## src/sv/permission_mode_string_parser_top_assert.svh

```systemverilog
// assertion macros for the permission mode string parser
// needs clk and rst_n in the scope where the macros are used
`ifndef PERMISSION_MODE_STRING_PARSER_TOP_ASSERT_SVH
`define PERMISSION_MODE_STRING_PARSER_TOP_ASSERT_SVH

// same-cycle implication
`define PMSP_ASSERT_NOW(lbl, ante, cons, msg) \
  lbl: assert property (@(posedge clk) disable iff (!rst_n) (ante) |-> (cons)) else $error(msg);

// next-cycle implication
`define PMSP_ASSERT_NEXT(lbl, ante, cons, msg) \
  lbl: assert property (@(posedge clk) disable iff (!rst_n) (ante) |=> (cons)) else $error(msg);

`endif

```

## src/sv/pmsp_pkg.sv

```systemverilog
// shared types, codes and helpers of the permission mode string parser
// no dependencies
package pmsp_pkg;

  localparam logic [11:0] MODE_MASK = 12'o7777;
  localparam logic [2:0]  DIGIT_SAT = 3'd5;

  localparam logic [2:0] CLS_U = 3'b100;
  localparam logic [2:0] CLS_G = 3'b010;
  localparam logic [2:0] CLS_O = 3'b001;
  localparam logic [2:0] CLS_A = 3'b111;

  localparam logic [2:0] PERM_R = 3'b100;
  localparam logic [2:0] PERM_W = 3'b010;
  localparam logic [2:0] PERM_X = 3'b001;

  localparam logic [1:0] OP_ADD = 2'd0;
  localparam logic [1:0] OP_SUB = 2'd1;
  localparam logic [1:0] OP_SET = 2'd2;

  localparam logic [1:0] ST_OK       = 2'd0;
  localparam logic [1:0] ST_EXP_OP   = 2'd1;
  localparam logic [1:0] ST_EXP_PERM = 2'd2;
  localparam logic [1:0] ST_BAD_SEP  = 2'd3;

  typedef enum logic [2:0] {
    K_CLASS,
    K_OP,
    K_PERM,
    K_COMMA,
    K_OTHER
  } kind_t;

  typedef struct packed {
    logic        first;
    logic [11:0] cur_mode;
    logic        is_end;
    logic        is_digit;
    logic [2:0]  digit;
    kind_t       kind;
    logic [2:0]  bits;
  } tok_t;

  function automatic logic [11:0] spread(input logic [2:0] cls, input logic [2:0] rwx);
    logic [11:0] m;
    m = '0;
    if (cls[2]) m[8:6] = rwx;
    if (cls[1]) m[5:3] = rwx;
    if (cls[0]) m[2:0] = rwx;
    return m;
  endfunction

endpackage

```

## src/sv/pmsp_front.sv

```systemverilog
// front end: accepts characters and classifies them into tokens
// depends on pmsp_pkg
module pmsp_front import pmsp_pkg::*; (
  input  logic        in_push,
  input  logic [7:0]  in_character,
  input  logic        in_first_char,
  input  logic [11:0] in_current_mode,
  input  logic        q_full,
  output logic        q_wr,
  output tok_t        q_wdata
);

  always_comb begin
    q_wr              = in_push && !q_full;
    q_wdata.first     = in_first_char;
    q_wdata.cur_mode  = in_current_mode;
    q_wdata.is_end    = (in_character == 8'd0);
    q_wdata.is_digit  = (in_character >= "0") && (in_character <= "7");
    q_wdata.digit     = in_character[2:0];
    q_wdata.kind      = K_OTHER;
    q_wdata.bits      = '0;
    unique case (in_character)
      "u": begin q_wdata.kind = K_CLASS; q_wdata.bits = CLS_U; end
      "g": begin q_wdata.kind = K_CLASS; q_wdata.bits = CLS_G; end
      "o": begin q_wdata.kind = K_CLASS; q_wdata.bits = CLS_O; end
      "a": begin q_wdata.kind = K_CLASS; q_wdata.bits = CLS_A; end
      "+": begin q_wdata.kind = K_OP; q_wdata.bits = {1'b0, OP_ADD}; end
      "-": begin q_wdata.kind = K_OP; q_wdata.bits = {1'b0, OP_SUB}; end
      "=": begin q_wdata.kind = K_OP; q_wdata.bits = {1'b0, OP_SET}; end
      "r": begin q_wdata.kind = K_PERM; q_wdata.bits = PERM_R; end
      "w": begin q_wdata.kind = K_PERM; q_wdata.bits = PERM_W; end
      "x": begin q_wdata.kind = K_PERM; q_wdata.bits = PERM_X; end
      ",": q_wdata.kind = K_COMMA;
      default: q_wdata.kind = K_OTHER;
    endcase
  end

endmodule

```

## src/sv/pmsp_queue.sv

```systemverilog
// small register queue between the front end and the parser back end
// no dependencies
module pmsp_queue #(
  parameter int WIDTH = 8,
  parameter int DEPTH = 4
) (
  input  logic             clk,
  input  logic             rst_n,
  input  logic             wr,
  input  logic [WIDTH-1:0] wdata,
  output logic             full,
  input  logic             rd,
  output logic [WIDTH-1:0] rdata,
  output logic             empty
);

  localparam int PW = (DEPTH > 1) ? $clog2(DEPTH) : 1;
  localparam int CW = $clog2(DEPTH + 1);
  localparam logic [PW-1:0] LAST = PW'(DEPTH - 1);
  localparam logic [CW-1:0] FULL_CNT = CW'(DEPTH);

  logic [WIDTH-1:0] mem_r [DEPTH];
  logic [PW-1:0]    wr_ptr_r, wr_ptr_nxt;
  logic [PW-1:0]    rd_ptr_r, rd_ptr_nxt;
  logic [CW-1:0]    cnt_r, cnt_nxt;
  logic             do_wr, do_rd;

  assign full  = (cnt_r == FULL_CNT);
  assign empty = (cnt_r == '0);
  assign rdata = mem_r[rd_ptr_r];
  assign do_wr = wr && !full;
  assign do_rd = rd && !empty;

  always_comb begin
    wr_ptr_nxt = wr_ptr_r;
    rd_ptr_nxt = rd_ptr_r;
    cnt_nxt    = cnt_r;
    if (do_wr) wr_ptr_nxt = (wr_ptr_r == LAST) ? '0 : PW'(wr_ptr_r + 1'b1);
    if (do_rd) rd_ptr_nxt = (rd_ptr_r == LAST) ? '0 : PW'(rd_ptr_r + 1'b1);
    if (do_wr && !do_rd) cnt_nxt = CW'(cnt_r + 1'b1);
    else if (do_rd && !do_wr) cnt_nxt = CW'(cnt_r - 1'b1);
  end

  always_ff @(posedge clk) begin
    if (!rst_n) begin
      wr_ptr_r <= '0;
      rd_ptr_r <= '0;
      cnt_r    <= '0;
    end else begin
      wr_ptr_r <= wr_ptr_nxt;
      rd_ptr_r <= rd_ptr_nxt;
      cnt_r    <= cnt_nxt;
    end
  end

  always_ff @(posedge clk) begin
    if (do_wr) mem_r[wr_ptr_r] <= wdata;
  end

endmodule

```

## src/sv/pmsp_back.sv

```systemverilog
// back end: parser state, clause apply, octal tracking and result register
// depends on pmsp_pkg
module pmsp_back import pmsp_pkg::*; (
  input  logic        clk,
  input  logic        rst_n,
  input  logic        q_empty,
  input  tok_t        q_rdata,
  output logic        q_rd,
  output logic        out_empty,
  input  logic        out_pop,
  output logic [11:0] out_new_mode,
  output logic [1:0]  out_status
);

  logic        phase_r, phase_nxt;
  logic [2:0]  cls_r, cls_nxt;
  logic        seen_r, seen_nxt;
  logic [1:0]  op_r, op_nxt;
  logic [2:0]  perm_r, perm_nxt;
  logic        have_r, have_nxt;
  logic [11:0] wm_r, wm_nxt;
  logic [1:0]  err_r, err_nxt;
  logic [11:0] oct_r, oct_nxt;
  logic [2:0]  cnt_r, cnt_nxt;
  logic        allo_r, allo_nxt;
  logic        ovld_r, ovld_nxt;
  logic [11:0] omode_r, omode_nxt;
  logic [1:0]  ost_r, ost_nxt;
  logic        stall;

  assign stall        = q_rdata.is_end && ovld_r && !out_pop;
  assign q_rd         = !q_empty && !stall;
  assign out_empty    = !ovld_r;
  assign out_new_mode = omode_r;
  assign out_status   = ost_r;

  always_comb begin
    logic [2:0] ecls;
    logic       close_ok;
    phase_nxt = phase_r;
    cls_nxt   = cls_r;
    seen_nxt  = seen_r;
    op_nxt    = op_r;
    perm_nxt  = perm_r;
    have_nxt  = have_r;
    wm_nxt    = wm_r;
    err_nxt   = err_r;
    oct_nxt   = oct_r;
    cnt_nxt   = cnt_r;
    allo_nxt  = allo_r;
    ovld_nxt  = ovld_r && !out_pop;
    omode_nxt = omode_r;
    ost_nxt   = ost_r;
    ecls      = '0;
    close_ok  = 1'b0;

    if (q_rd) begin
      if (q_rdata.first) begin
        phase_nxt = 1'b0;
        cls_nxt   = '0;
        seen_nxt  = 1'b0;
        op_nxt    = OP_ADD;
        perm_nxt  = '0;
        have_nxt  = 1'b0;
        err_nxt   = ST_OK;
        oct_nxt   = '0;
        cnt_nxt   = '0;
        allo_nxt  = 1'b1;
        wm_nxt    = q_rdata.cur_mode;
      end

      // clause close, shared by separators and the end of string
      ecls     = seen_nxt ? cls_nxt : CLS_A;
      close_ok = have_nxt || (op_nxt == OP_SET);

      if (!q_rdata.is_end) begin
        if (allo_nxt && q_rdata.is_digit) begin
          oct_nxt = {oct_nxt[8:0], q_rdata.digit};
          if (cnt_nxt < DIGIT_SAT) cnt_nxt = 3'(cnt_nxt + 1'b1);
        end else begin
          allo_nxt = 1'b0;
        end
        if (err_nxt == ST_OK) begin
          if (!phase_nxt) begin
            if (q_rdata.kind == K_CLASS) begin
              seen_nxt = 1'b1;
              cls_nxt  = cls_nxt | q_rdata.bits;
            end else if (q_rdata.kind == K_OP) begin
              op_nxt    = q_rdata.bits[1:0];
              phase_nxt = 1'b1;
            end else begin
              err_nxt = ST_EXP_OP;
            end
          end else if (q_rdata.kind == K_PERM) begin
            have_nxt = 1'b1;
            perm_nxt = perm_nxt | q_rdata.bits;
          end else if (!close_ok) begin
            err_nxt = ST_EXP_PERM;
          end else begin
            priority case (op_nxt)
              OP_SUB:  wm_nxt = wm_nxt & ~spread(ecls, perm_nxt);
              OP_SET:  wm_nxt = (wm_nxt & ~spread(ecls, 3'b111)) | spread(ecls, perm_nxt);
              default: wm_nxt = wm_nxt | spread(ecls, perm_nxt);
            endcase
            if (q_rdata.kind == K_COMMA) begin
              phase_nxt = 1'b0;
              cls_nxt   = '0;
              seen_nxt  = 1'b0;
              op_nxt    = OP_ADD;
              perm_nxt  = '0;
              have_nxt  = 1'b0;
            end else begin
              err_nxt = ST_BAD_SEP;
            end
          end
        end
      end else begin
        if (err_nxt == ST_OK) begin
          if (phase_nxt) begin
            if (!close_ok) begin
              err_nxt = ST_EXP_PERM;
            end else begin
              priority case (op_nxt)
                OP_SUB:  wm_nxt = wm_nxt & ~spread(ecls, perm_nxt);
                OP_SET:  wm_nxt = (wm_nxt & ~spread(ecls, 3'b111)) | spread(ecls, perm_nxt);
                default: wm_nxt = wm_nxt | spread(ecls, perm_nxt);
              endcase
            end
          end else if (seen_nxt) begin
            err_nxt = ST_EXP_OP;
          end
        end
        if (allo_nxt && (cnt_nxt == 3'd3 || cnt_nxt == 3'd4)) begin
          wm_nxt    = oct_nxt & MODE_MASK;
          omode_nxt = oct_nxt & MODE_MASK;
          ost_nxt   = ST_OK;
        end else if (err_nxt == ST_OK) begin
          omode_nxt = wm_nxt & MODE_MASK;
          ost_nxt   = ST_OK;
        end else begin
          omode_nxt = '0;
          ost_nxt   = err_nxt;
        end
        ovld_nxt  = 1'b1;
        phase_nxt = 1'b0;
        cls_nxt   = '0;
        seen_nxt  = 1'b0;
        op_nxt    = OP_ADD;
        perm_nxt  = '0;
        have_nxt  = 1'b0;
        err_nxt   = ST_OK;
        oct_nxt   = '0;
        cnt_nxt   = '0;
        allo_nxt  = 1'b1;
      end
    end
  end

  always_ff @(posedge clk) begin
    if (!rst_n) begin
      phase_r <= 1'b0;
      cls_r   <= '0;
      seen_r  <= 1'b0;
      op_r    <= OP_ADD;
      perm_r  <= '0;
      have_r  <= 1'b0;
      wm_r    <= '0;
      err_r   <= ST_OK;
      oct_r   <= '0;
      cnt_r   <= '0;
      allo_r  <= 1'b1;
      ovld_r  <= 1'b0;
    end else begin
      phase_r <= phase_nxt;
      cls_r   <= cls_nxt;
      seen_r  <= seen_nxt;
      op_r    <= op_nxt;
      perm_r  <= perm_nxt;
      have_r  <= have_nxt;
      wm_r    <= wm_nxt;
      err_r   <= err_nxt;
      oct_r   <= oct_nxt;
      cnt_r   <= cnt_nxt;
      allo_r  <= allo_nxt;
      ovld_r  <= ovld_nxt;
    end
  end

  always_ff @(posedge clk) begin
    omode_r <= omode_nxt;
    ost_r   <= ost_nxt;
  end

endmodule

```

## src/sv/permission_mode_string_parser_top.sv

```systemverilog
// top level of the permission mode string parser: front end, token queue, back end
// depends on pmsp_pkg, pmsp_front, pmsp_queue, pmsp_back and the assertion header
//
// Takes a mode string one character per transfer (0 ends it) and returns one
// result per string: the new 12-bit mode and a status. A character is taken every
// cycle unless the queue is full, and reaches the parser from the queue registers.
// The back end parses one queued token per cycle with registered state feedback,
// but holds an ending 0 until the last result is popped; the 0's result shows on
// out_ the cycle after it is read. Meanwhile the Q_DEPTH-entry queue takes input.
`include "permission_mode_string_parser_top_assert.svh"
module permission_mode_string_parser_top import pmsp_pkg::*; #(
  parameter int Q_DEPTH = 4
) (
  input  logic        clk,
  input  logic        rst_n,
  input  logic        in_push,
  output logic        in_full,
  input  logic [7:0]  in_character,
  input  logic        in_first_char,
  input  logic [11:0] in_current_mode,
  output logic        out_empty,
  input  logic        out_pop,
  output logic [11:0] out_new_mode,
  output logic [1:0]  out_status
);

  logic q_wr, q_rd, q_empty;
  tok_t q_wdata, q_rdata;

  pmsp_front u_front (
    .in_push         (in_push),
    .in_character    (in_character),
    .in_first_char   (in_first_char),
    .in_current_mode (in_current_mode),
    .q_full          (in_full),
    .q_wr            (q_wr),
    .q_wdata         (q_wdata)
  );

  pmsp_queue #(
    .WIDTH ($bits(tok_t)),
    .DEPTH (Q_DEPTH)
  ) u_queue (
    .clk   (clk),
    .rst_n (rst_n),
    .wr    (q_wr),
    .wdata (q_wdata),
    .full  (in_full),
    .rd    (q_rd),
    .rdata (q_rdata),
    .empty (q_empty)
  );

  pmsp_back u_back (
    .clk          (clk),
    .rst_n        (rst_n),
    .q_empty      (q_empty),
    .q_rdata      (q_rdata),
    .q_rd         (q_rd),
    .out_empty    (out_empty),
    .out_pop      (out_pop),
    .out_new_mode (out_new_mode),
    .out_status   (out_status)
  );

  `PMSP_ASSERT_NOW(a_err_zero_mode, !out_empty && out_status != ST_OK, out_new_mode == 12'd0, "error result with nonzero mode")
  `PMSP_ASSERT_NOW(a_back_drains, !q_empty && out_empty, q_rd, "back end idle with work queued")
  `PMSP_ASSERT_NOW(a_full_nonempty, in_full, !q_empty, "queue full and empty at once")
  `PMSP_ASSERT_NEXT(a_end_result, q_rd && q_rdata.is_end, !out_empty, "end of string gave no result")

endmodule
```

## config.mk

```make
export PLATFORM = sky130hd
export DESIGN_NAME = permission_mode_string_parser_top
export DESIGN_NICKNAME = d
export VERILOG_FILES = /design/src/sv/pmsp_pkg.sv /design/src/sv/pmsp_front.sv /design/src/sv/pmsp_queue.sv /design/src/sv/pmsp_back.sv /design/src/sv/permission_mode_string_parser_top.sv
export VERILOG_INCLUDE_DIRS = /design/src /design/src/sv
export SDC_FILE = /design/constraint.sdc
export NUM_CORES = 1
export LEC_CHECK = 0
export BUFFER_PORTS_ARGS = -buffer_cell sky130_fd_sc_hd__buf_4
export CAP_MARGIN = 25
export CELL_PAD_IN_SITES_DETAIL_PLACEMENT = 1
export CELL_PAD_IN_SITES_GLOBAL_PLACEMENT = 1
export CORE_MARGIN = 4
export CORE_UTILIZATION = 35
export DETAILED_ROUTE_END_ITERATION = 10
export PLACE_DENSITY = 0.58
export SLEW_MARGIN = 20
export SYNTH_ARGS = -nofsm -noshare
export SYNTH_HDL_FRONTEND = slang
export SYNTH_SLANG_ARGS = --single-unit
```

## constraint.sdc

```tcl
create_clock -name clk -period 3.1 [get_ports clk]
set_clock_uncertainty 0.05 [all_clocks]
set_input_delay 0.31 -clock clk [delete_from_list [all_inputs] [get_ports clk]]
set_output_delay 0.31 -clock clk [all_outputs]
set_load 0.005 [all_outputs]
```

==> results.py, run 1 <==
metrics = {
    "timing": {
        "slew_headroom_pct": 54.0,
        "final-hold-violation-count": 0,
        "setup_ws_ns": 0.289,
        "worst_pin_slew_ns": 0.688,
        "setup_viol": 0,
        "rsz0062_at_grt": "no",
        "clock.fmax_mhz": 356,
        "finalCritPeriodShare_pct": 90.7,
        "tns_ns": 0,
        "finalCriticalPeriod_ns": 2.81,
        "drv_slew": 0,
    },
    "route": {
        "wire_per_inst_microns": 21.0,
        "wl_met3_microns": 812,
        "wirelength_microns": 20500,
        "first_iter_violations": 390,
        "ant_nets": 0,
        "drc": 0,
        "num_vias": 5469,
        "drt-met1-wl_microns": 9050,
        "dr.max_layer_used": "met4",
        "first_pass_iters": 4,
        "wl_met2_microns": 10100,
        "via_per_inst": 5.60,
    },
    "floorplanning": {
        "num_io_pins": 41,
        "die_x_microns": 156,
        "die_h_microns": 156,
        "initial_core_util_pct": 35.9,
        "rows": 53,
        "coreArea_sq_um": 21200,
        "dieArea_sq_um": 24200,
    },
    "grt": {
        "grt_max_degree": 33,
        "grt_pass1_wl_microns": 33100,
        "globalRouteOverflowTotal": 0,
        "antenna_found_initial": 1,
        "grt_pass1_vias": 5868,
        "track_usage_pct": 17.7,
    },
    "yosys": {
        "syn-cell-area_sq_um": 7620,
        "syn-num-nets": 676,
        "yosys_warnings": 0,
        "ys_seq_area_share_pct": 56.7,
        "ys_ff_latch": 161,
        "synth_ff_type": "edfxtp_1",
        "yosysUniqueCellTypes": 68,
        "async_reset_ff_share_pct": 0,
        "postSynthCellCount": 642,
        "synth_edf_count": 110,
        "avgSynthCellArea_sq_um": 11.9,
    },
    "clocking": {
        "clkSlewWorstSetupHoldPaths_ns": 0.07,
        "clockRootBuffer": "clkbuf_16",
        "htree_levels": 4,
        "cts.repair.resized": 0,
        "post_cts_buffers": 0,
        "cts-hold-fix-buffers": 0,
        "clockBufferDepth": 2,
        "cts_sinks": 161,
        "cts_buffers": 17,
        "worstSkewPairLatency_ns": 0.43,
        "cts_tree": "built",
    },
    "layout": {
        "drive_gt1_share_pct": 19.4,
        "final_cell_mix": "edfxtp_1 (110), buf_4 (64), nor2_1 (62)",
        "areaGrowthSynthToFinish_pct": 16.1,
        "diodes": 0,
        "layout_commonest_cell": "edfxtp_1",
        "final_nets": 722,
        "final_cells": 976,
    },
    "worst_setup_path": {
        "worstSetupPathType": "reg -> reg",
        "r2r_slack_ns": 0.29,
        "cp.required_ns": 3.38,
        "cp_data_arrival_time_ns": 3.09,
        "start_kind": "flip-flop",
        "cp-end-kind": "flip-flop",
        "worstPathMaxFanout": 15,
    },
    "placement": {
        "place_ws_ns": 0.364,
        "place_hpwl_microns": 14600,
        "port_buffers": 40,
        "dp_cells": 944,
        "gp_congestion": 0.859,
    },
    "pwr": {
        "ir_worst_vdd_mv": 0.399,
        "power_leakage_nw": 3.02,
        "powerDensity_nw_per_um2": 901,
    },
    "worst_hold_path": {
        "holdCritPathClass": "in -> reg",
    },
    "flow_run": {
        "maxCapViolations": 0,
    },
    "status": {
        "status": "finished, final reports clean",
    },
}
[cells in the mapped netlist, types with 3 or more instances]
cell      number  area share (%)
a211oi_1       5            0.49
a21o_1         6            0.59
a21oi_1       16             1.1
a221oi_1       4            0.46
a22o_1        10             1.1
a22oi_1       18             1.8
a31oi_1       13             1.1
a32oi_1        6            0.69
and2_1        10            0.82
and3_1         7            0.57
buf_2          8            0.53
buf_4          3            0.30
buf_6          3            0.44
clkbuf_1      21             1.0
dfxtp_1       51              13
edfxtp_1     110              43
ha_1           8             1.3
inv_1         14            0.69
mux2i_1        8             1.1
mux4_2        24             7.1
nand2_1       58             2.9
nand2b_1      16             1.3
nand3_1       28             1.8
nand3b_1       4            0.39
nor2_1        62             3.1
nor2b_1       16             1.3
nor3_1        10            0.66
nor3b_1        4            0.39
nor4_1         3            0.25
o211ai_1      16             1.6
o21a_1         4            0.39
o21ai_0       18             1.2
o221ai_1       4            0.46
o22a_1         4            0.46
o22ai_1        6            0.49
xor2_1         3            0.34
[cell families (layout without fill, tap and decap cells)]
group	count (synthesis)	in the layout	synth area share, %
multiplexers	36	36	8.73
flip-flops	161	161	56.7
XOR/XNOR	4	4	0.460
buffers and inverters	52	111	3.14
AND/OR/NAND/NOR	230	230	15.2
adder cells (fa/ha/maj)	9	9	1.58
AO/OA/AOI/OAI	150	150	14.2
[critical path, cell delays in order, from the launching register on]
cell and delay, ns:
dfxtp_1 0.40, mux2i_1 0.32, mux2_2 0.24, nand2_1 0.09
inv_1 0.09, ha_1 0.22, nand2_1 0.10, o221a_2 0.33
nand2_4 0.20, nand2_4 0.07, mux2_1 0.33, a211oi_1 0.27
[final cells by class]
type                    count  area [sq um]
clock buffers              19           443
clock inverters            13           139
fillers                  2286         12400
inverters                  15          56.3
multi-input cells         429          3060
flip-flops and latches    161          4330
well taps                 275           344
repair buffers             64           480
[per-layer routing]
metal | vias to the layer above | GRT usage, %
li1 | 2532 | -
met1 | 2787 | 23.3
met2 | 115 | 29.2
met3 | 35 | 3.58
met4 | 0 | 5.92
met5 | - | 0
[report_power, final]
group / switching, mW / internal (mW) / leakage (nW)
Sequential: 0.257 / 2.74 / 1.41
Combinational: 1.75 / 1.16 / 1.32
Clock: 0.905 / 1.16 / 0.289
[registers in the layout, indices dropped and copies added, names as in the netlist, 3 cells and up, named ones only]
signal / count
u_queue.cnt_r: 3
u_back.cls_r: 3
u_back.cnt_r: 3
u_back.wm_r: 12
u_back.perm_r: 3
u_back.oct_r: 12
u_back.out_new_mode: 12
u_queue.mem_r: 96
[final timing paths]
kind / cells past startpoint / to / from
max: 11 / u_back.wm_r[9] / flip-flop
min: 1 / u_queue.mem_r[1][19] / in_current_mode[8]
max reg2reg: 11 / u_back.wm_r[9] / flip-flop
min reg2reg: 1 / u_back.cls_r[0] / u_back.cls_r[0]
[through the flow]
stage | util [%] | hold slack, ns | total power [mW] | instance area [sq um]
after floorplan | - | 0.359 | 4.91 | 7620
after global placement | 39.0 | 0.412 | 5.87 | 8270
after detailed placement | 39.0 | 0.407 | 5.97 | 8270
after CTS | 41.7 | 0.0133 | 8.06 | 8850
after global routing | 41.7 | 0.0118 | 8.48 | 8850
final | 41.7 | 0.0272 | 7.97 | 8850
Power figures use the tool's default switching activity.
==> inputs of run 2 (changes only) <==
--- a/config.mk
+++ b/config.mk
@@ -10,7 +10,8 @@
 export CAP_MARGIN = 25
 export CELL_PAD_IN_SITES_DETAIL_PLACEMENT = 1
 export CELL_PAD_IN_SITES_GLOBAL_PLACEMENT = 1
-export CORE_MARGIN = 4
+export CORE_ASPECT_RATIO = 2
+export CORE_MARGIN = 2
 export CORE_UTILIZATION = 35
 export DETAILED_ROUTE_END_ITERATION = 10
 export PLACE_DENSITY = 0.58
==> run 2 against run 1 <==
  * Clock-buffer cell count stayed put
  * Register-to-register slack got worse by 0.08 ns
  * Worst setup slack worse by 0.081 ns
  * Core utilization shrank 0.65 points
  * Hold slack worse by 0.0079 ns
  * Power down 0.13%
  * Critical path depth is the same
  * Sequential power is essentially flat
  * Flip-flop and latch count did not move
  * Cell area down 0.31%
  * Combinational power hardly changed
==> results.py, run 2 (synthesized netlist as in run 1, its figures left out) <==
metrics = {
    "pwr": {
        "switching_share_pct": 36.8,
        "ir_worst_vdd_mv": 0.359,
        "power_mw": 7.96,
        "p_sw_mw": 2.93,
        "power_leakage_nw": 3.01,
        "power_frac_seq_pct": 37.9,
        "powerDensity_nw_per_um2": 903,
        "comb_power_share_pct": 37.0,
        "cell_internal_pwr_mw": 5.03,
        "pwr-share-clk_pct": 25.2,
    },
    "layout": {
        "diodes": 0,
        "final_cells": 973,
        "final_cell_mix": "edfxtp_1 (110), nor2_1 (62), buf_4 (61)",
        "layout_commonest_cell": "edfxtp_1",
        "largest_reg_flops": 96,
        "drive_gt1_share_pct": 19.1,
        "areaGrowthSynthToFinish_pct": 15.7,
        "regMostFlops": "u_queue.mem_r",
        "final_nets": 721,
    },
    "worst_setup_path": {
        "worstPathMaxFanout": 15,
        "ff2ff_path_depth": 11,
        "reg2reg_to": "u_back.wm_r[1]",
        "path_delay_family": "compound AO/OA/AOI/OAI gates",
        "slowest_delay_ns": 0.44,
        "cp_data_arrival_time_ns": 3.18,
        "start_kind": "flip-flop",
        "worstSetupPathDepth": 11,
        "crit_chain": "mux2i_1, mux2_2, nand2_1, inv_1, ha_1, nand2b_1, o221a_2, nand2_4, a211oi_1, a211oi_1, o31a_1",
        "worstSetupPathType": "reg -> reg",
        "cp-end-kind": "flip-flop",
        "path_common_cell": "a211oi_1",
        "worst-path-buf-inv": 1,
        "r2r_slack_ns": 0.21,
        "slowest_stage": "dfxtp_1",
        "cp.required_ns": 3.39,
    },
    "grt": {
        "globalRouteOverflowTotal": 0,
        "grt_max_degree": 33,
        "antenna_found_initial": 0,
        "grt_pass1_wl_microns": 34100,
        "grt_pass1_vias": 5885,
        "track_usage_pct": 20.5,
    },
    "clocking": {
        "clkSlewWorstSetupHoldPaths_ns": 0.07,
        "cts.repair.resized": 0,
        "htree_levels": 4,
        "clockRootBuffer": "clkbuf_16",
        "post_cts_buffers": 0,
        "cts_tree": "built",
        "worstSkewPairLatency_ns": 0.44,
        "clockBufferDepth": 2,
        "cts_buffers": 17,
        "cts_sinks": 161,
        "cts-hold-fix-buffers": 0,
    },
    "floorplanning": {
        "dieArea_sq_um": 23000,
        "num_io_pins": 41,
        "initial_core_util_pct": 35.5,
        "die_x_microns": 108,
        "rows": 76,
        "coreArea_sq_um": 21500,
        "die_h_microns": 213,
    },
    "timing": {
        "finalCriticalPeriod_ns": 2.89,
        "final-hold-violation-count": 0,
        "tns_ns": 0,
        "rsz0062_at_grt": "no",
        "worst_pin_slew_ns": 0.573,
        "slew_headroom_pct": 61.5,
        "finalCritPeriodShare_pct": 93.3,
        "drv_slew": 0,
        "setup_viol": 0,
        "clock.fmax_mhz": 346,
    },
    "route": {
        "drc": 0,
        "num_vias": 5525,
        "ant_nets": 0,
        "first_pass_iters": 4,
        "wire_per_inst_microns": 22.7,
        "wirelength_microns": 22100,
        "first_iter_violations": 170,
        "via_per_inst": 5.68,
    },
    "placement": {
        "port_buffers": 40,
        "dp_cells": 941,
        "gp_congestion": 0.904,
        "place_hpwl_microns": 16600,
    },
    "worst_hold_path": {
        "whs_endpoint": "u_queue.mem_r[3][20]",
        "hold-path-cell-count": 1,
        "holdCritPathClass": "in -> reg",
        "min_from": "in_current_mode[9]",
    },
    "status": {
        "status": "finished, final reports clean",
    },
    "flow_run": {
        "maxCapViolations": 0,
    },
}
[run 2: worst max-delay path by stage]
stage | to | slack [ns]
finish | u_back.wm_r[1] | 0.21
floorplan | u_queue.cnt_r[2] | 0.22
global placement | u_back.wm_r[1] | 0.31
detailed placement | u_back.wm_r[1] | 0.22
global route | u_back.wm_r[11] | 0.006
CTS | u_back.wm_r[1] | 0.18
[run 2: area by class of cell]
class	instances	area [sq um]
clock inverters	13	111
clock buffers	19	443
inverters	15	56.3
fillers	2387	12700
repair buffers	63	483
multi-input cells	429	3060
well taps	273	342
flip-flops and latches	161	4330
[run 2: power groups by stage]
stage               combinational [mW]  clock (mW)  sequential, mW
floorplan                         1.96           0            2.95
global placement                  2.91           0            3.04
detailed placement                2.98           0            3.06
CTS                               2.99        2.05            3.02
global route                      3.22        2.13            3.05
finish                            2.94        2.00            3.01
[run 2: stage by stage]
stage | utilization [%] | instance area (sq um) | hold slack [ns] | setup WS [ns]
5_1_grt | 41.0 | 8820 | 0.00511 | 0.00558
3_3_place_gp | 38.4 | 8260 | 0.413 | 0.307
3_5_place_dp | 38.5 | 8270 | 0.424 | 0.222
6_report | 41.0 | 8820 | 0.0192 | 0.208
4_1_cts | 41.0 | 8820 | 0.00274 | 0.178
2_1_floorplan | - | 7620 | 0.359 | 0.217
[run 2: per-layer routing]
metal  wire, microns  share of wire (%)  global-route usage [%]
met2           12600                 57                    38.8
met5               0                  0                       0
met4            1310                5.9                    13.0
met3             539                2.4                    3.51
met1            7680                 35                    19.9
